[src/sv/pts_pkg.sv]
// ----------------------------------------------------------------------------
// pts_pkg
// Shared types, codes and field layout of the periodic task scheduler.
// ----------------------------------------------------------------------------
`default_nettype none

package pts_pkg;

    // Default sizes of the slot table.
    localparam int MAX_SLOTS_DEF = 8;
    localparam int TIME_BITS_DEF = 32;

    // Field widths of the stream words.
    localparam int TIME_FIELD_W = 32;
    localparam int SLOT_W       = 3;
    localparam int KIND_W       = 2;

    // Input word layout: now_time, period, first_time from the lowest bit up.
    localparam int NOW_LSB    = 0;
    localparam int PERIOD_LSB = NOW_LSB + TIME_FIELD_W;
    localparam int FIRST_LSB  = PERIOD_LSB + TIME_FIELD_W;
    localparam int S_TDATA_W  = FIRST_LSB + TIME_FIELD_W;
    localparam int S_TUSER_W  = 1;

    // Result word: slot_index padded to a whole byte.
    localparam int M_TDATA_W = ((SLOT_W + 7) / 8) * 8;

    // Command carried in the input tuser.
    localparam logic CMD_TICK = 1'b0;
    localparam logic CMD_ADD  = 1'b1;

    // Result kinds.
    typedef enum logic [KIND_W-1:0] {
        KIND_FIRED = 2'd0,
        KIND_ADDED = 2'd1,
        KIND_FULL  = 2'd2,
        KIND_IDLE  = 2'd3
    } kind_t;

    // One result word as held in the pending and output registers.
    typedef struct packed {
        kind_t             kind;
        logic [SLOT_W-1:0] slot;
        logic              last;
    } result_t;

endpackage

`default_nettype wire

[src/sv/periodic_task_scheduler.sv]
// ----------------------------------------------------------------------------
// periodic_task_scheduler
// Table of periodic task slots that reports which tasks are due on a tick.
// ----------------------------------------------------------------------------
// Usage:
//   The s_ channel takes one command word per handshake. tuser selects a time
//   tick or an add; an add stores period and first_time in the next free slot
//   and answers with one word (added, or rejected when the table is full).
//   A tick carries now_time; every filled slot whose elapsed time has reached
//   its interval gives one fired word, in ascending slot order, and a tick
//   with nothing due gives one idle word. tlast marks the final word of a
//   command.
//   Flow: the answer to an add, or to a tick on an empty table, passes
//   through the pending register and then the output register. A tick walks
//   the slot memory one slot per cycle while it does not stall; the read of
//   the next slot overlaps the check of the current one and the write back
//   of its stamp when it is due. A fired word waits in the pending register
//   for the next fired word or the end of the walk. A new command is taken
//   as soon as the walk is over and the pending word has moved to the output
//   register, even while that word is still waiting.
//   Reset empties the table (the slot memory itself is not cleared, only the
//   fill count) and drops any word in flight. When the receiver stalls, the
//   walk halts on the next due slot until the output register frees up.
// ----------------------------------------------------------------------------
`default_nettype none

module periodic_task_scheduler #(
    parameter int MAX_SLOTS = pts_pkg::MAX_SLOTS_DEF,
    parameter int TIME_BITS = pts_pkg::TIME_BITS_DEF
) (
    input  wire                               aclk,
    input  wire                               aresetn,
    // Command channel.
    input  wire                               s_tvalid,
    output logic                              s_tready,
    input  wire  [pts_pkg::S_TDATA_W-1:0]     s_tdata,  // now_time, period, first_time
    input  wire  [pts_pkg::S_TUSER_W-1:0]     s_tuser,  // cmd
    // Result channel.
    output logic                              m_tvalid,
    input  wire                               m_tready,
    output logic [pts_pkg::M_TDATA_W-1:0]     m_tdata,  // slot_index, zero padding
    output logic [pts_pkg::KIND_W-1:0]        m_tuser,  // kind
    output logic                              m_tlast   // last
);

    import pts_pkg::*;

    localparam int IDX_W  = (MAX_SLOTS > 1) ? $clog2(MAX_SLOTS) : 1;
    localparam int CNT_W  = $clog2(MAX_SLOTS + 1);
    localparam int WORD_W = 2 * TIME_BITS;
    localparam logic [CNT_W-1:0] SLOTS_FULL = CNT_W'(MAX_SLOTS);

    typedef enum logic [1:0] {
        ST_IDLE = 2'b01,
        ST_SCAN = 2'b10
    } state_t;

    // Control registers.
    state_t              state_reg,      state_next;
    logic [CNT_W-1:0]    filled_reg,     filled_next;
    logic                pend_valid_reg, pend_valid_next;
    logic                pend_done_reg,  pend_done_next;
    logic                out_valid_reg,  out_valid_next;

    // Payload registers.
    logic [IDX_W-1:0]    chk_idx_reg,    chk_idx_next;
    logic [TIME_BITS-1:0] now_reg,       now_next;
    result_t             pend_reg,       pend_next;
    result_t             out_reg,        out_next;

    // Slot memory ports; a word is {interval, stamp}.
    logic                ram_wr_en;
    logic [IDX_W-1:0]    ram_wr_addr;
    logic [WORD_W-1:0]   ram_wr_data;
    logic                ram_rd_en;
    logic [IDX_W-1:0]    ram_rd_addr;
    logic [WORD_W-1:0]   ram_rd_data;

    logic                 cmd_in;
    logic [TIME_BITS-1:0] now_in;
    logic [TIME_BITS-1:0] period_in;
    logic [TIME_BITS-1:0] first_in;
    logic [TIME_BITS-1:0] cur_interval;
    logic [TIME_BITS-1:0] cur_stamp;
    logic [TIME_BITS-1:0] elapsed;
    logic                 fire;
    logic                 chk_final;
    logic                 out_free;
    logic                 stall;
    logic                 accept;

    pts_ram #(
        .WIDTH (WORD_W),
        .DEPTH (MAX_SLOTS)
    ) u_slot_ram (
        .clk     (aclk),
        .wr_en   (ram_wr_en),
        .wr_addr (ram_wr_addr),
        .wr_data (ram_wr_data),
        .rd_en   (ram_rd_en),
        .rd_addr (ram_rd_addr),
        .rd_data (ram_rd_data)
    );

    // Input field decode; times are taken modulo 2^TIME_BITS.
    assign cmd_in    = s_tuser[0];
    assign now_in    = TIME_BITS'(s_tdata[NOW_LSB +: TIME_FIELD_W]);
    assign period_in = TIME_BITS'(s_tdata[PERIOD_LSB +: TIME_FIELD_W]);
    assign first_in  = TIME_BITS'(s_tdata[FIRST_LSB +: TIME_FIELD_W]);

    // Due check on the slot word last read from the slot memory.
    assign cur_interval = ram_rd_data[WORD_W-1:TIME_BITS];
    assign cur_stamp    = ram_rd_data[TIME_BITS-1:0];
    assign elapsed      = now_reg - cur_stamp;
    assign fire         = (elapsed >= cur_interval);
    assign chk_final    = ((CNT_W'(chk_idx_reg) + CNT_W'(1)) == filled_reg);

    // Handshake terms.
    assign out_free = !out_valid_reg || m_tready;
    assign stall    = (state_reg == ST_SCAN) && fire && pend_valid_reg && !out_free;
    assign s_tready = (state_reg == ST_IDLE) && !pend_valid_reg;
    assign accept   = s_tvalid && s_tready;

    // Sequencer, pending word and output register.
    always_comb begin
        state_next      = state_reg;
        filled_next     = filled_reg;
        pend_valid_next = pend_valid_reg;
        pend_done_next  = pend_done_reg;
        out_valid_next  = out_valid_reg;
        chk_idx_next    = chk_idx_reg;
        now_next        = now_reg;
        pend_next       = pend_reg;
        out_next        = out_reg;
        ram_wr_en       = 1'b0;
        ram_wr_addr     = chk_idx_reg;
        ram_wr_data     = {cur_interval, now_reg};
        ram_rd_en       = 1'b0;
        ram_rd_addr     = chk_idx_reg + IDX_W'(1);

        // The receiver takes the output word.
        if (out_valid_reg && m_tready) begin
            out_valid_next = 1'b0;
        end

        // A finished pending word moves to the output register.
        if (pend_valid_reg && pend_done_reg && out_free) begin
            out_next        = pend_reg;
            out_valid_next  = 1'b1;
            pend_valid_next = 1'b0;
        end

        unique case (state_reg)
            ST_IDLE: begin
                if (accept) begin
                    if (cmd_in == CMD_ADD) begin
                        if (filled_reg != SLOTS_FULL) begin
                            ram_wr_en   = 1'b1;
                            ram_wr_addr = IDX_W'(filled_reg);
                            ram_wr_data = {period_in, first_in};
                            pend_next   = '{kind: KIND_ADDED, slot: SLOT_W'(filled_reg),
                                            last: 1'b1};
                            filled_next = filled_reg + CNT_W'(1);
                        end else begin
                            pend_next = '{kind: KIND_FULL, slot: '0, last: 1'b1};
                        end
                        pend_valid_next = 1'b1;
                        pend_done_next  = 1'b1;
                    end else begin
                        now_next = now_in;
                        if (filled_reg == '0) begin
                            pend_next       = '{kind: KIND_IDLE, slot: '0, last: 1'b1};
                            pend_valid_next = 1'b1;
                            pend_done_next  = 1'b1;
                        end else begin
                            ram_rd_en    = 1'b1;
                            ram_rd_addr  = '0;
                            chk_idx_next = '0;
                            state_next   = ST_SCAN;
                        end
                    end
                end
            end
            ST_SCAN: begin
                if (!stall) begin
                    if (fire) begin
                        // Stamp the slot and hold its word until the next one
                        // shows whether it is the final word of the tick.
                        ram_wr_en = 1'b1;
                        if (pend_valid_reg) begin
                            out_next       = pend_reg;
                            out_valid_next = 1'b1;
                        end
                        pend_next = '{kind: KIND_FIRED, slot: SLOT_W'(chk_idx_reg),
                                      last: chk_final};
                        pend_valid_next = 1'b1;
                        pend_done_next  = chk_final;
                    end else if (chk_final) begin
                        if (pend_valid_reg) begin
                            pend_next.last = 1'b1;
                        end else begin
                            pend_next       = '{kind: KIND_IDLE, slot: '0, last: 1'b1};
                            pend_valid_next = 1'b1;
                        end
                        pend_done_next = 1'b1;
                    end

                    if (chk_final) begin
                        state_next = ST_IDLE;
                    end else begin
                        ram_rd_en    = 1'b1;
                        chk_idx_next = chk_idx_reg + IDX_W'(1);
                    end
                end
            end
            default: begin
                state_next = ST_IDLE;
            end
        endcase
    end

    // Control state.
    always_ff @(posedge aclk) begin
        if (!aresetn) begin
            state_reg      <= ST_IDLE;
            filled_reg     <= '0;
            pend_valid_reg <= 1'b0;
            pend_done_reg  <= 1'b0;
            out_valid_reg  <= 1'b0;
        end else begin
            state_reg      <= state_next;
            filled_reg     <= filled_next;
            pend_valid_reg <= pend_valid_next;
            pend_done_reg  <= pend_done_next;
            out_valid_reg  <= out_valid_next;
        end
    end

    // Payload registers.
    always_ff @(posedge aclk) begin
        chk_idx_reg <= chk_idx_next;
        now_reg     <= now_next;
        pend_reg    <= pend_next;
        out_reg     <= out_next;
    end

    // Result channel.
    assign m_tvalid = out_valid_reg;
    assign m_tdata  = M_TDATA_W'(out_reg.slot);
    assign m_tuser  = out_reg.kind;
    assign m_tlast  = out_reg.last;

endmodule

`default_nettype wire

[src/sv/pts_ram.sv]
// ----------------------------------------------------------------------------
// pts_ram
// Generic single-clock RAM with one write port and one registered read port.
// ----------------------------------------------------------------------------
`default_nettype none

module pts_ram #(
    parameter  int WIDTH  = 64,
    parameter  int DEPTH  = 8,
    localparam int ADDR_W = (DEPTH > 1) ? $clog2(DEPTH) : 1
) (
    input  wire               clk,
    input  wire               wr_en,
    input  wire  [ADDR_W-1:0] wr_addr,
    input  wire  [WIDTH-1:0]  wr_data,
    input  wire               rd_en,
    input  wire  [ADDR_W-1:0] rd_addr,
    output logic [WIDTH-1:0]  rd_data
);

    logic [WIDTH-1:0] mem [DEPTH];

    // Write port.
    always_ff @(posedge clk) begin
        if (wr_en) begin
            mem[wr_addr] <= wr_data;
        end
    end

    // Registered read; the data holds while no read is issued.
    always_ff @(posedge clk) begin
        if (rd_en) begin
            rd_data <= mem[rd_addr];
        end
    end

endmodule

`default_nettype wire

[config.mk]
export PLATFORM = sky130hd
export DESIGN_NAME = periodic_task_scheduler
export DESIGN_NICKNAME = d
export VERILOG_FILES = /design/src/sv/pts_pkg.sv /design/src/sv/periodic_task_scheduler.sv /design/src/sv/pts_ram.sv
export SDC_FILE = /design/constraint.sdc
export NUM_CORES = 1
export LEC_CHECK = 0
export BUFFER_PORTS_ARGS = -buffer_cell sky130_fd_sc_hd__clkbuf_2
export CAP_MARGIN = 40
export CELL_PAD_IN_SITES_DETAIL_PLACEMENT = 0
export CELL_PAD_IN_SITES_GLOBAL_PLACEMENT = 1
export CORE_AREA = 5 5 223 246
export CTS_CLUSTER_SIZE = 8
export DETAILED_ROUTE_END_ITERATION = 8
export DIE_AREA = 0 0 228 251
export HOLD_SLACK_MARGIN = 0.15
export MAX_ROUTING_LAYER = met4
export PLACE_DENSITY_LB_ADDON = 0.05
export SYNTH_ARGS = -nofsm -noshare
export SYNTH_HDL_FRONTEND = slang
export SYNTH_SLANG_ARGS = --single-unit
[constraint.sdc]
create_clock -name aclk -period 27 [get_ports aclk]
set_input_delay 0 -clock aclk [delete_from_list [all_inputs] [get_ports aclk]]
set_output_delay 0 -clock aclk [all_outputs]
set_load 0.02 [all_outputs]
==> impl_metrics.tcl, run 1 <==
set metrics [dict create \
    status "completed" \
    yosysWarningCount 0 \
    critPathLaunch "now_reg[0]" \
    die_y_um 251 \
    worstReg2RegEnd "u_slot_ram.mem[1][41]" \
    clk_pin_slew_worst_paths_ps 60 \
    layout.filler_cells 4034 \
    ant_nets 0 \
    switching_share_pct 23.4 \
    multi_input_comb_area_sq_mm 0.00811 \
    ff_latch_area_sq_mm 0.0189 \
    synth_largest_area_cell "sky130_fd_sc_hd__edfxtp_1" \
    syn_inst 2397 \
    die-width_um 228 \
    final_hpwl_dp_mm 41.1 \
    power.share.combinational_pct 10.4 \
    netlist.area_leader.share_pct 67.2 \
    irDropWorstVdd_mv 0.0533 \
    floorplan.initialDensity_pct 53.4 \
    p_clk_share_pct 41.2 \
    max_ffs_per_register 512 \
    overflow 0 \
    fin_hold_ws_ps 196 \
    grtUsageTotal_pct 25.0 \
    drive_above_1_share_pct 9.82 \
    cts.path.max_buffers 3 \
    dominant_cells_by_area_after_synthesis "sky130_fd_sc_hd__edfxtp_1 67%, sky130_fd_sc_hd__nand2_1 9.1%, sky130_fd_sc_hd__ha_1 3.1%, sky130_fd_sc_hd__nor3_1 2.7%, sky130_fd_sc_hd__o21ai_0 2.3%" \
    grt_pass1_wl_mm 109 \
    intPower_mw 1.81 \
    drt-wirelength-per-cell_um 21.1 \
    power_density_mw_per_mm2 72.1 \
    share_of_synthesized_area_spent_on_multiplexers_pct 0.113 \
    ys_seq_elements 632 \
    drt_drc 0 \
    timing.reg2reg.worst_path_depth 22 \
    max_slew_headroom_pct 15.6 \
    setup-tns-final_ps 0 \
    grt.met1_usage_pct 33.8 \
    clock-root-buffer "sky130_fd_sc_hd__clkbuf_16" \
    area_growth_pct 17.7 \
    clock_sinks 632 \
    dr_total_vias 18800 \
    final.setup_skew_ps 26.0 \
    timing.fmax_mhz 151 \
    criticalPathCategory "register to register" \
    critPathRequiredTime_ps 27230 \
    core_sq_mm 0.0521 \
    drt_iter0_markers 1605 \
    number_of_synthesized_flops_with_an_enable_pin 622 \
    crit_path_end "u_slot_ram.mem[1][41]" \
    timing.final.crit_period_ps 6640 \
    fp.dieArea_sq_mm 0.0572 \
    post_synthesis_instance_area_sq_mm 0.0278 \
    via_density_per_instance 5.65 \
    cts_tree "built" \
    first_pass_iters 5 \
    synth_simple_gate_area_share_pct 15.8 \
    synth.yosys.seq_area_share_pct 67.9 \
    h_tree_level_count 3 \
    finalNetCount 2799 \
    top_usage_layer "met2" \
    largest_family_of_logic_cells_by_synthesized_area "simple AND/OR/NAND/NOR gates" \
    synth_compound_gate_area_share_pct 8.67 \
    reg2reg_setup_slack_ps 20360 \
    critical_path.max_fanout 43 \
    clock_buffers_created_by_tritoncts 88 \
    number_of_antenna_violations_at_the_first_check_in_global_routing 2 \
    min_path_cells 2 \
    sequentialPowerShare_pct 48.4 \
    hp-class "primary input to register" \
    placementRows 88 \
    synth-main-ff-cell "sky130_fd_sc_hd__edfxtp_1" \
    worstPathArrival_ps 6870 \
    final-hold-violation-count 0 \
    clock_latency_ps 620 \
    setup.worst_path.end_class "register" \
    power_leakage_nw 12.3 \
    sw_pwr_uw 553 \
    finalWeightedCongestion 0.886 \
    tightest_slew_ps 1270 \
    asyncSetResetFlopFracSynth_pct 0 \
    port-buffer-count 108 \
    startpoint_type "register" \
    grt_pass1_vias 18700 \
    drv_slew 0 \
    cap_violations 0 \
    synth_area_per_cell_sq_um 11.6 \
    timing.final.crit_share_pct 24.6 \
    drt-total-wl_mm 70.1 \
    grt_setup_unrepaired "false" \
    use_met2_pct 40.9 \
    reg2reg_from "now_reg[0]" \
    num_io_pins 114 \
    synth_xor_xnor_area_share_pct 0.882 \
    met3_usage_pct 3.38 \
    final-setup-viol-count 0 \
    largest_net_degree_at_the_start_of_global_routing 193 \
    synth.distinct_cells 63 \
    post_synth_fa_ha_maj_area_fraction_pct 3.13 \
]
-- how the worst min path moves through the flow --
stage	startpoint	end	slack (ps)
after floorplan	s_tdata[0]	now_reg[0]	100
after global placement	s_tdata[25]	now_reg[25]	180
after detailed placement	s_tdata[20]	now_reg[20]	180
after CTS	s_tdata[0]	now_reg[0]	160
after global routing	s_tdata[0]	now_reg[0]	200
final	s_tdata[1]	now_reg[1]	200
-- worst max-delay path, cell delays in order (launching register included) --
cell and delay, ps:
sky130_fd_sc_hd__edfxtp_1 360, sky130_fd_sc_hd__inv_1 80, sky130_fd_sc_hd__ha_1 180, sky130_fd_sc_hd__inv_1 60, sky130_fd_sc_hd__fa_1 420, sky130_fd_sc_hd__a211oi_1 320, sky130_fd_sc_hd__o21a_1 190, sky130_fd_sc_hd__or3b_1 190
sky130_fd_sc_hd__a211oi_1 140, sky130_fd_sc_hd__or2_1 270, sky130_fd_sc_hd__a311o_1 360, sky130_fd_sc_hd__a21oi_1 180, sky130_fd_sc_hd__xnor2_1 100, sky130_fd_sc_hd__ha_1 280, sky130_fd_sc_hd__nand4_1 160, sky130_fd_sc_hd__nor4_1 400
sky130_fd_sc_hd__o21ai_1 220, sky130_fd_sc_hd__a21oi_1 180, sky130_fd_sc_hd__buf_4 270, sky130_fd_sc_hd__a31oi_1 250, sky130_fd_sc_hd__clkbuf_2 230, sky130_fd_sc_hd__nor2_4 610, sky130_fd_sc_hd__buf_4 720
-- final cells by class --
type | count | area share [%]
multi-input cells | 1551 | 24.8
clock inverters | 2 | 0.0994
clock buffers | 108 | 7.15
well taps | 675 | 2.58
inverters | 82 | 0.941
diodes | 1 | 0.00765
repair buffers | 274 | 6.76
flip-flops and latches | 632 | 57.7
-- Yosys cell counts (5+ instances only) --
cell type	n
sky130_fd_sc_hd__or3_1	8
sky130_fd_sc_hd__buf_1	10
sky130_fd_sc_hd__o21ai_0	125
sky130_fd_sc_hd__xor2_1	8
sky130_fd_sc_hd__a32oi_1	5
sky130_fd_sc_hd__and2_1	11
sky130_fd_sc_hd__xnor2_1	20
sky130_fd_sc_hd__a21oi_1	100
sky130_fd_sc_hd__nand2_1	676
sky130_fd_sc_hd__nand3_1	74
sky130_fd_sc_hd__o311ai_0	5
sky130_fd_sc_hd__o21a_1	10
sky130_fd_sc_hd__clkbuf_1	71
sky130_fd_sc_hd__a211oi_1	70
sky130_fd_sc_hd__nand4_1	12
sky130_fd_sc_hd__inv_1	82
sky130_fd_sc_hd__a31oi_1	10
sky130_fd_sc_hd__a21boi_0	5
sky130_fd_sc_hd__buf_2	38
sky130_fd_sc_hd__buf_4	11
sky130_fd_sc_hd__edfxtp_1	622
sky130_fd_sc_hd__nor2_1	101
sky130_fd_sc_hd__nor3_1	148
sky130_fd_sc_hd__nand2b_1	6
sky130_fd_sc_hd__buf_6	6
sky130_fd_sc_hd__and3_1	7
sky130_fd_sc_hd__dfxtp_1	10
sky130_fd_sc_hd__ha_1	68
sky130_fd_sc_hd__a21o_1	25
-- routing by layer --
| metal | wire [um] | vias up |
|---|---|---|
| met4 | 1260 | 0 |
| met2 | 34100 | 473 |
| met5 | 0 | - |
| met3 | 3430 | 90 |
| li1 | - | 9018 |
| met1 | 31400 | 9208 |
-- what timing repair did --
action,4_1_cts,5_1_grt
endpoints found under the hold margin,597,0
hold buffers,130,0
resized for setup,0,0
setup buffers,0,0
-- power by group through the flow --
stage | logic [mW] | registers [mW] | clock network (mW)
floorplan | 0.148 | 1.16 | 0
finish | 0.244 | 1.14 | 0.973
detailed placement | 0.229 | 1.16 | 0
CTS | 0.245 | 1.14 | 0.992
global route | 0.270 | 1.14 | 1.04
global placement | 0.221 | 1.16 | 0
-- cell usage in the layout, fill, tap and decap left out, types with 7 or more instances in the layout --
cell type	n
sky130_fd_sc_hd__nand3_1	73
sky130_fd_sc_hd__a31oi_1	10
sky130_fd_sc_hd__nor3_1	143
sky130_fd_sc_hd__buf_4	25
sky130_fd_sc_hd__edfxtp_1	622
sky130_fd_sc_hd__clkbuf_1	17
sky130_fd_sc_hd__o21ai_0	125
sky130_fd_sc_hd__or3_1	8
sky130_fd_sc_hd__ha_1	68
sky130_fd_sc_hd__inv_1	82
sky130_fd_sc_hd__and2_1	10
sky130_fd_sc_hd__o21a_1	10
sky130_fd_sc_hd__clkbuf_2	109
sky130_fd_sc_hd__dlygate4sd3_1	130
sky130_fd_sc_hd__clkbuf_16	91
sky130_fd_sc_hd__a21oi_1	99
sky130_fd_sc_hd__xnor2_1	20
sky130_fd_sc_hd__dfxtp_1	10
sky130_fd_sc_hd__nand2_1	674
sky130_fd_sc_hd__nor2_1	95
sky130_fd_sc_hd__xor2_1	7
sky130_fd_sc_hd__a21o_1	25
sky130_fd_sc_hd__a211oi_1	70
sky130_fd_sc_hd__nand4_1	12
-- cell families after synthesis --
family / after synthesis
and+or+nand+nor: 1057
DFF: 632
AOI/OAI and AO/OA: 389
buffers and inverters: 218
adders and majority gates: 69
xor gates and xnor gates: 28
muxes: 3
other: 1
-- through the flow --
step           power [mW]  utilization (%)  setup WS [ps]  std cells  instance area, sq um
2_1_floorplan        1.31                -          18100       2401                 27800
3_3_place_gp         1.38             55.5          20470       3074                 28900
3_5_place_dp         1.39             55.8          20360       3082                 29000
4_1_cts              2.38             62.8          20320       3322                 32700
5_1_grt              2.45             62.8          20010       3324                 32700
6_report             2.36             62.8          20360       3325                 32700
(Power assumes the default switching activity.)
==> run 2: changes to the inputs <==
--- a/config.mk
+++ b/config.mk
@@ -9,10 +9,10 @@
 export CAP_MARGIN = 40
 export CELL_PAD_IN_SITES_DETAIL_PLACEMENT = 0
 export CELL_PAD_IN_SITES_GLOBAL_PLACEMENT = 1
-export CORE_AREA = 5 5 223 246
+export CORE_AREA = 5 5 231 256
 export CTS_CLUSTER_SIZE = 8
 export DETAILED_ROUTE_END_ITERATION = 8
-export DIE_AREA = 0 0 228 251
+export DIE_AREA = 0 0 236 261
 export HOLD_SLACK_MARGIN = 0.15
 export MAX_ROUTING_LAYER = met4
 export PLACE_DENSITY_LB_ADDON = 0.05
==> constraint.sdc (replaced) <==
create_clock -name aclk -period 6.8 [get_ports aclk]
set_input_delay 0 -clock aclk [delete_from_list [all_inputs] [get_ports aclk]]
set_output_delay 0 -clock aclk [all_outputs]
set_load 0.02 [all_outputs]
==> run 2 against run 1 <==
Against the previous run: critical path depth decreased by 1; maximum frequency up 11%; register-to-register slack got worse by 20000 ps; first-iteration DRC count decreased by 13%; final cell count rose by 2.5%; sequential share of layout area shrank 0.54 points; clock skew about the same; design area is 0.95% higher; global-route usage fell by 0.36 points; utilization shrank 4.4 points.
==> impl_metrics.tcl, run 2 (synthesis results as in run 1) <==
set metrics [dict create \
    via_density_per_instance 5.55 \
    clk_pin_slew_worst_paths_ps 50 \
    most_common_library_cell_in_the_layout_ignoring_fill_and_taps "sky130_fd_sc_hd__nand2_1" \
    power_leakage_nw 12.4 \
    fin_total_pwr_mw 9.41 \
    final_hpwl_dp_mm 44.8 \
    grt_pass1_vias 18800 \
    worstPathArrival_ps 6250 \
    reg2reg_setup_slack_ps 820 \
    max_ffs_per_register 512 \
    setup.worst_path.end_class "register" \
    min_path_cells 3 \
    die_y_um 261 \
    critical_path_buffer_and_inverter_count 4 \
    core_sq_mm 0.0565 \
    place_inst 3173 \
    detailed_place.area_sq_mm 0.0293 \
    floorplan.initialDensity_pct 49.2 \
    use_met2_pct 40.4 \
    layout.filler_cells 4611 \
    critical-path-max-stage-delay_ps 460 \
    drt_iter0_markers 1394 \
    clock_sinks 632 \
    criticalPathCategory "register to register" \
    max_slew_headroom_pct 40.1 \
    irDropWorstVdd_mv 0.194 \
    crit_path_frequent_cell "sky130_fd_sc_hd__a21oi_1" \
    area_growth_pct 18.9 \
    clock_latency_ps 620 \
    port-buffer-count 108 \
    drt_drc 0 \
    cts_tree "built" \
    layout_common_cells "674 x sky130_fd_sc_hd__nand2_1, 622 x sky130_fd_sc_hd__edfxtp_1, 143 x sky130_fd_sc_hd__nor3_1" \
    grt_pass1_wl_mm 113 \
    timing.fmax_mhz 167 \
    grt_setup_unrepaired "false" \
    pre_cts_ws_ps 883 \
    cp.depth 21 \
    final_design_area_no_fill_sq_mm 0.0330 \
    top_usage_layer "met2" \
    dr_total_vias 18900 \
    largest_net_degree_at_the_start_of_global_routing 76 \
    critPathRequiredTime_ps 7070 \
    tightest_slew_ps 890 \
    overflow 0 \
    final-hold-violation-count 0 \
    timing.final.crit_period_ps 5980 \
    worst_path_cell_trace "inv_1, ha_1, inv_1, fa_1, a211oi_1, o21a_1, or3b_1, a211oi_1, or2_1, a311o_1, a21oi_1, xnor2_1, ha_1, nand4_1, nor4_1, o21ai_1, a21oi_1, buf_4, a21oi_1, nor3_4, buf_4" \
    first_pass_iters 6 \
    critPathTopFamily "compound AO/OA/AOI/OAI gates" \
    final.setup.worst_slack_ps 821 \
    drt-total-wl_mm 74.3 \
    instances_no_fill 3408 \
    final-setup-viol-count 0 \
    met3_usage_pct 3.80 \
    postCtsSetupBuffers 0 \
    final.setup_skew_ps 25.7 \
    cap_violations 0 \
    clock_buffers_created_by_tritoncts 88 \
    ant_nets 0 \
    drv_slew 0 \
    startpoint_type "register" \
    setup-tns-final_ps 0 \
    timing.reg2reg.worst_path_depth 21 \
    clock-root-buffer "sky130_fd_sc_hd__clkbuf_16" \
    cts.path.max_buffers 3 \
    status "completed" \
    h_tree_level_count 3 \
    timing.final.crit_share_pct 87.9 \
    finalNetCount 2813 \
    finalWeightedCongestion 0.859 \
    drive_above_1_share_pct 10.4 \
    fp.dieArea_sq_mm 0.0616 \
    grtUsageTotal_pct 24.6 \
    hp-class "primary input to register" \
    placementRows 92 \
    number_of_antenna_violations_at_the_first_check_in_global_routing 1 \
    drt-wirelength-per-cell_um 21.8 \
    grt.met1_usage_pct 31.9 \
    num_io_pins 114 \
    power_density_mw_per_mm2 285 \
    critical_path.max_fanout 22 \
    crit_path_top_delay_cell "sky130_fd_sc_hd__nor3_4" \
    die-width_um 236 \
]
run 2: cell types whose count changed in the layout (fill, tap and decap cells not counted):
| cell | change |
|---|---|
| sky130_fd_sc_hd__buf_2 | +3 |
| sky130_fd_sc_hd__inv_16 | +1 |
| sky130_fd_sc_hd__clkinv_16 | +1 |
| sky130_fd_sc_hd__buf_4 | +4 |
| sky130_fd_sc_hd__inv_6 | +1 |
| sky130_fd_sc_hd__nor3_4 | +4 |
| sky130_fd_sc_hd__clkinv_8 | -1 |
| sky130_fd_sc_hd__nor3_2 | -4 |
| sky130_fd_sc_hd__buf_12 | +7 |
| sky130_fd_sc_hd__clkbuf_1 | -10 |
run 2: final timing paths:
kind	from	end
worst max-delay path	now_reg[0]	u_slot_ram.mem[6][19]
worst min-delay path	s_tdata[60]	u_slot_ram.mem[3][60]
worst max register to register	now_reg[0]	u_slot_ram.mem[6][19]
worst min register to register	m_tuser[1]	m_tuser[1]
run 2: final cells by class:
class | instances | area [sq um] | share of cell area (%)
Sequential cell | 632 | 18900 | 57.1
Multi-Input combinational cell | 1551 | 8130 | 24.6
Timing Repair Buffer | 288 | 2400 | 7.26
Clock buffer | 98 | 2300 | 6.97
Tap cell | 752 | 941 | 2.85
Inverter | 82 | 308 | 0.932
Clock inverter | 4 | 75.1 | 0.227
Antenna cell | 1 | 2.50 | 0.00757
run 2: where the power goes:
part | leakage [nW] | internal (mW) | switching (mW)
Clock | 1.16 | 2.35 | 1.53
Combinational | 5.50 | 0.332 | 0.664
Sequential | 5.72 | 4.49 | 0.0518
run 2: tightest hold or removal path: stages:
cell	delay (ps)
sky130_fd_sc_hd__clkbuf_2	90
sky130_fd_sc_hd__nand2_1	130
sky130_fd_sc_hd__o21ai_0	370
run 2: metrics by stage:
stage | utilization (%) | hold WS, ps
final | 58.5 | 185
after global routing | 58.5 | 185
after CTS | 58.4 | 166
after detailed placement | 51.9 | 179
after global placement | 51.7 | 177
after floorplan | - | 98.9
run 2: repair_timing:
| item | CTS | global route |
|---|---|---|
| resized for setup | 0 | 0 |
| hold buffers | 130 | 0 |
| hold endpoints to repair | 588 | 0 |
run 2: per-layer routing:
layer | wire length, um | part of all wire, %
met5 | 0 | 0
met4 | 2090 | 2.8
met3 | 4030 | 5.4
met2 | 36300 | 49
met1 | 31900 | 43
